--- config.mk ---
export PLATFORM = sky130hd
export DESIGN_NAME = cfb_plane
export DESIGN_NICKNAME = d
export VERILOG_FILES = /design/src/rtl/cfb_pkg.sv /design/src/rtl/cfb_plane.sv
export SDC_FILE = /design/constraint.sdc
export NUM_CORES = 2
export LEC_CHECK = 0
export BUFFER_PORTS_ARGS = -buffer_cell sky130_fd_sc_hd__buf_4
export CORE_MARGIN = 8
export CORE_UTILIZATION = 60
export CTS_BUF_LIST = sky130_fd_sc_hd__clkbuf_4
export DETAILED_ROUTE_END_ITERATION = 6
export PLACE_DENSITY = 0.8
export SETUP_SLACK_MARGIN = 0.1
export SYNTH_ARGS = -nofsm -noshare
export SYNTH_HDL_FRONTEND = slang
export SYNTH_SLANG_ARGS = --single-unit
--- constraint.sdc ---
create_clock -name clk -period 6.15 [get_ports clk]
set_clock_uncertainty 0.2 [all_clocks]
set_input_delay 0 -clock clk [delete_from_list [all_inputs] [get_ports clk]]
set_output_delay 0 -clock clk [all_outputs]
set_load 0.03 [all_outputs]
--- src/rtl/cfb_pkg.sv ---
// ----------------------------------------------------------------------------
// cfb_pkg
// Shared widths, types and constants of the frustum box cull block.
// ----------------------------------------------------------------------------
package cfb_pkg;

	localparam int COORD_BITS  = 16;
	localparam int PLANE_COUNT = 6;
	localparam int FRAC_BITS   = 14;
	localparam int COEF_BITS   = 16;
	localparam int AXES        = 3;

	localparam int PROD_W    = COORD_BITS + COEF_BITS;
	localparam int D_SHIFT_W = COEF_BITS + FRAC_BITS;
	// three products plus the shifted offset, two bits of growth
	localparam int SUM_W     = (PROD_W + 2 > D_SHIFT_W + 2) ? PROD_W + 2 : D_SHIFT_W + 2;
	localparam int CFG_IDX_W = $clog2(PLANE_COUNT);
	localparam int CFG_W     = 4 * COEF_BITS;

	typedef logic signed [COORD_BITS-1:0] coord_t;
	typedef logic signed [COEF_BITS-1:0]  coef_t;
	typedef logic signed [PROD_W-1:0]     prod_t;
	typedef logic signed [SUM_W-1:0]      sum_t;
	typedef logic [CFG_IDX_W-1:0]         cfg_idx_t;
	typedef logic [CFG_W-1:0]             cfg_data_t;

	typedef struct packed {
		coef_t d;
		coef_t c;
		coef_t b;
		coef_t a;
	} plane_t;

	typedef struct packed {
		coord_t z_max;
		coord_t y_max;
		coord_t x_max;
		coord_t z_min;
		coord_t y_min;
		coord_t x_min;
	} box_t;

	typedef struct packed {
		logic s1;
		logic s2;
		logic s3;
	} pipe_en_t;

endpackage

--- src/rtl/cfb_plane.sv ---
// ----------------------------------------------------------------------------
// cfb_plane
// Three-stage test of one box against one plane: products, per-axis maximum,
// sum and sign. Reject means every corner lies on or behind the plane.
// ----------------------------------------------------------------------------
module cfb_plane import cfb_pkg::*; (
	input  logic     clk,
	input  plane_t   plane,
	input  box_t     box,
	input  pipe_en_t en,
	output logic     reject_s3
);

	coef_t  coef   [AXES];
	coord_t lo     [AXES];
	coord_t hi     [AXES];
	prod_t  lo_s1  [AXES];
	prod_t  hi_s1  [AXES];
	coef_t  d_s1;
	prod_t  max_s2 [AXES];
	coef_t  d_s2;
	sum_t   sum_c;

	always_comb begin
		coef[0] = plane.a;
		coef[1] = plane.b;
		coef[2] = plane.c;
		lo[0]   = box.x_min;
		lo[1]   = box.y_min;
		lo[2]   = box.z_min;
		hi[0]   = box.x_max;
		hi[1]   = box.y_max;
		hi[2]   = box.z_max;
	end

	// the highest corner takes the larger product on each axis independently
	always_ff @(posedge clk) begin
		if (en.s1) begin
			for (int i = 0; i < AXES; i++) begin
				lo_s1[i] <= prod_t'(coef[i]) * prod_t'(lo[i]);
				hi_s1[i] <= prod_t'(coef[i]) * prod_t'(hi[i]);
			end
			d_s1 <= plane.d;
		end
	end

	always_ff @(posedge clk) begin
		if (en.s2) begin
			for (int i = 0; i < AXES; i++) begin
				max_s2[i] <= (lo_s1[i] > hi_s1[i]) ? lo_s1[i] : hi_s1[i];
			end
			d_s2 <= d_s1;
		end
	end

	assign sum_c = sum_t'(max_s2[0]) + sum_t'(max_s2[1]) + sum_t'(max_s2[2])
		+ (sum_t'(d_s2) <<< FRAC_BITS);

	always_ff @(posedge clk) begin
		if (en.s3) begin
			reject_s3 <= sum_c[SUM_W-1] || (sum_c == '0);
		end
	end

endmodule

* After elaboration in Yosys (flattened, before gate mapping)
Memory sizes are Yosys's and may differ from the RTL's. Cells that the tools add are included.
Word-level totals: bits in writable memories 288, input port bits 164, memories kept 3, bits in registers 33, output and inout port bits 1
Operators by class: mux-type cells 7, magnitude comparators 3, add/sub/neg operators 3, reductions and logical operators 2, multiply operators 6
Memory list:
- hi_s1 | depth 3, width 32, rd ports 3, clocked after Yosys merged registers in 0, write ports 3, line cfb_plane.sv:18 | prod_t hi_s1 [AXES];
- lo_s1 | depth 3, width 32, rd ports 3, clocked after Yosys merged registers in 0, write ports 3, line cfb_plane.sv:17 | prod_t lo_s1 [AXES];
- max_s2 | depth 3, width 32, rd ports 3, clocked after Yosys merged registers in 0, write ports 3, line cfb_plane.sv:20 | prod_t max_s2 [AXES];
Operators with widths (number):
- $mul A16 B16 Y32 | 6
- $gt A32 B32 Y1 | 3
- $mux W32 | 3
- $add A33 B32 Y34 | 1
- $add A34 B30 Y34 | 1
- $logic_not A34 Y1 | 1
- $add A32 B32 Y33 | 1
- $mux W1 | 4
- $logic_or A1 B1 Y1 | 1

* Longest topological paths before layout
word-level depth 5, depth in mapped cells 24, mapped depth without buffers 23

* Worst setup path after synthesis
Ideal clock, no wire load.
path kind input port to flip-flop, start in plane[39] in the netlist's numbering, end mem hi_s1[0][95] in the netlist's numbering, data pin, slack 0.018 ns, arrival 5.674 ns, required time 5.691 ns, library setup time 0.259 ns, stages 24, cells stage by stage clkbuf_1 -> nand2_1 -> fa_1 -> inv_1 -> fa_1 -> inv_1 -> fa_1 -> inv_1 -> fa_1 -> fa_1 -> inv_1 -> fa_1 -> inv_1 -> ha_1 -> a21o_1 -> a21oi_1 -> o221ai_1 -> a41oi_1 -> o21ai_1 -> o41a_1 -> o2bb2ai_1 -> o41ai_2 -> nor2_1 -> a211o_1
RTL lines:
- from (decl) | line cfb_plane.sv:8 | input plane_t plane,
- to (decl) | line cfb_plane.sv:18

==> results by group <==
Placement
  – Setup WS pre-CTS: -0.293 ns
  – Placed cells: 9,716
  – # port buffers: 164
  – Placement Cell Area: 81,400 µm²
  – Detailed placement HPWL: 156 mm
  – RePlAce Congestion: 0.917

Synth
  – Synth Warn #: 0
  – Avg Inst Size Synth: 9.79 µm²
  – Leading cell types by count after synthesis: inv_1, fa_1, nand2_1, and2_1, ha_1
  – Mapped Cells: 7,722
  – Post-Synthesis Net Count: 10,100
  – Top cells by area, synth: fa_1, edfxtp_1, ha_1
  – Unique cell type count in the Yosys netlist: 72
  – Ys async rst share: 0
  – Post-synth top area share: 0.430
  – Yosys reg bits: 321
  – EDFF count, synth: 321
  – Most numerous cell in the Yosys netlist: inv_1
  – Mapped cell area: 75,600 µm²
  – Main synth FF type: edfxtp_1
  – Register area share after synthesis: 0.128
  – Synth area leader: fa_1

Clock tree
  – CTS tree: built
  – Clk sink count: 321
  – Clock Latency Late Sink: 0.88 ns
  – Num CTS Buffers: 86
  – CTS clk-pin slew, worst paths: 0.07 ns
  – Clock Path Buffers: 3
  – Root Buffer: clkbuf_4
  – Htree depth: 3

GRT
  – Largest net degree at the start of global routing: 119
  – Grt total ovfl: 0
  – Total Routing Usage GR: 0.280
  – First-pass GRT wire length: 310 mm
  – Initial antenna violation count: 13
  – Vias in the first global route: 60,700

Floorplanning
  – Die X: 371 µm
  – Row count: 130
  – Initial core utilization: 0.603
  – Die area: 138,000 µm²
  – Chip Height: 371 µm
  – Ports: 165
  – Core Footprint: 125,000 µm²

Detailed routing
  – Number of remaining DRC errors: 0
  – DR pass1 iterations: 6
  – Detail Route Antenna Nets: 0
  – Total number of vias: 55,300
  – DRT iter0 DRCs: 4,182
  – Wire per inst: 18.5 µm
  – Vias per cell: 5.54
  – Total Wirelength: 185 mm

Timing
  – Max Freq: 0.168 GHz
  – Final number of hold-violating endpoints: 0
  – Setup violators final: 0
  – RSZ-0062 raised after global routing: false
  – Slew margin rel.: 0.0742
  – Min Tclk post-route: 5.96 ns
  – Max-slew violations: 0
  – Worst Tran Pin Value: 1.39 ns
  – PnR worst setup slack: 0.187 ns
  – Ratio of final minimum period to clock period: 0.970

Cells and area
  – Fin cells: 9,985
  – Share of layout cells above drive strength 1: 0.111
  – Final Util: 0.670
  – Design area: 84,000 µm²
  – Nets: 10,700
  – Area grow syn2layout: 11.1%

Run
  – Max-cap violations: 0

Setup path
  – CP Launch Type: primary input
  – Worst Setup End Kind: flop
  – Critical Path RT: 6.58 ns
  – Type of the worst setup path: primary input to flop
  – Arrival @ worst endpoint: 6.39 ns
  – CP max FO: 6

Outcome
  – Outcome: completed

Min path
  – Worst min-delay path category: primary input to flop
[layer usage]
layer  share of wire  wire length, µm  vias to the layer above  track usage
met2            0.49            90900                     2295        0.469
met5               0                0                        -            0
met1            0.39            72700                    28000        0.372
li1                -                -                    24500            -
met4           0.047             8650                        0        0.108
met3           0.070            12900                      498       0.0368
[cell families after synthesis]
kind of cell | after synthesis | synth area share
muxes | 70 | 0.0120
buffers and inverters | 2149 | 0.107
AOI/OAI and AO/OA | 616 | 0.0537
adders and majority gates | 2256 | 0.535
DFF | 321 | 0.128
xor gates and xnor gates | 229 | 0.0265
and+or+nand+nor | 2081 | 0.138
[repair_timing]
action                                  4_1_cts  5_1_grt
endpoints found under the setup margin        0       30
hold buffers                                 99        0
buffers inserted                              0        6
resized for setup                             0       79
endpoints found under the hold margin       206        0
[worst paths after layout]
kind | endpoint | depth (start not counted) | startpoint | slack (ns)
worst max register to register | reject_s3 | 14 | max_s2[0][2] | 0.86
worst min-delay path | lo_s1[0][36] | 7 | box[20] | 0.07
worst min register to register | d_s2[2] | 0 | d_s1[2] | 0.22
worst max-delay path | hi_s1[0][95] | 23 | plane[33] | 0.19
[worst max-delay path: stages]
cell	delay [ns]
dlygate4sd3_1	0.53
buf_4	0.17
nand2_1	0.09
fa_1	0.53
fa_1	0.52
inv_2	0.04
fa_1	0.48
fa_1	0.52
fa_1	0.62
inv_2	0.05
fa_1	0.52
inv_2	0.05
ha_4	0.21
a21o_1	0.17
a21oi_2	0.15
o221ai_2	0.13
a41oi_2	0.23
o21ai_2	0.10
o41a_1	0.45
o2bb2ai_4	0.16
o41ai_4	0.32
nor2_1	0.07
a211o_1	0.27
[cell usage in the layout (no fill, tap or decap), drive strengths merged, types with 178 or more instances in the layout]
| cell type | n |
|---|---|
| a21oi | 188 |
| and2 | 750 |
| buf | 639 |
| edfxtp | 321 |
| fa | 1624 |
| ha | 632 |
| inv | 1862 |
| nand2 | 795 |
| nor2 | 185 |
| xnor2 | 178 |
[sequential cells by signal (all words and copies together) (netlist names)]
register	flops
lo_s1	96
hi_s1	96
d_s2	16
max_s2	96
reject_s3	1
d_s1	16
[through the flow]
stage / setup TNS, ns / hold slack (ns)
CTS: 0 / 0.00190
floorplan: 0 / -0.101
global placement: -1.18 / -0.0198
detailed placement: -4.19 / -0.0205
global route: 0 / 0.0517
finish: 0 / 0.0682
[final cells by class]
type / instances / area (µm²)
well taps: 1650 / 2060
flip-flops and latches: 321 / 9640
clock buffers: 109 / 818
multi-input cells: 5252 / 58200
clock inverters: 42 / 283
repair buffers: 739 / 5970
inverters: 1860 / 6980
fillers: 9452 / 41300
diodes: 12 / 30.0
Power is left out: the tool's default activity adds up to more than one toggle a clock period on the data nets, which glitch-free logic cannot reach.
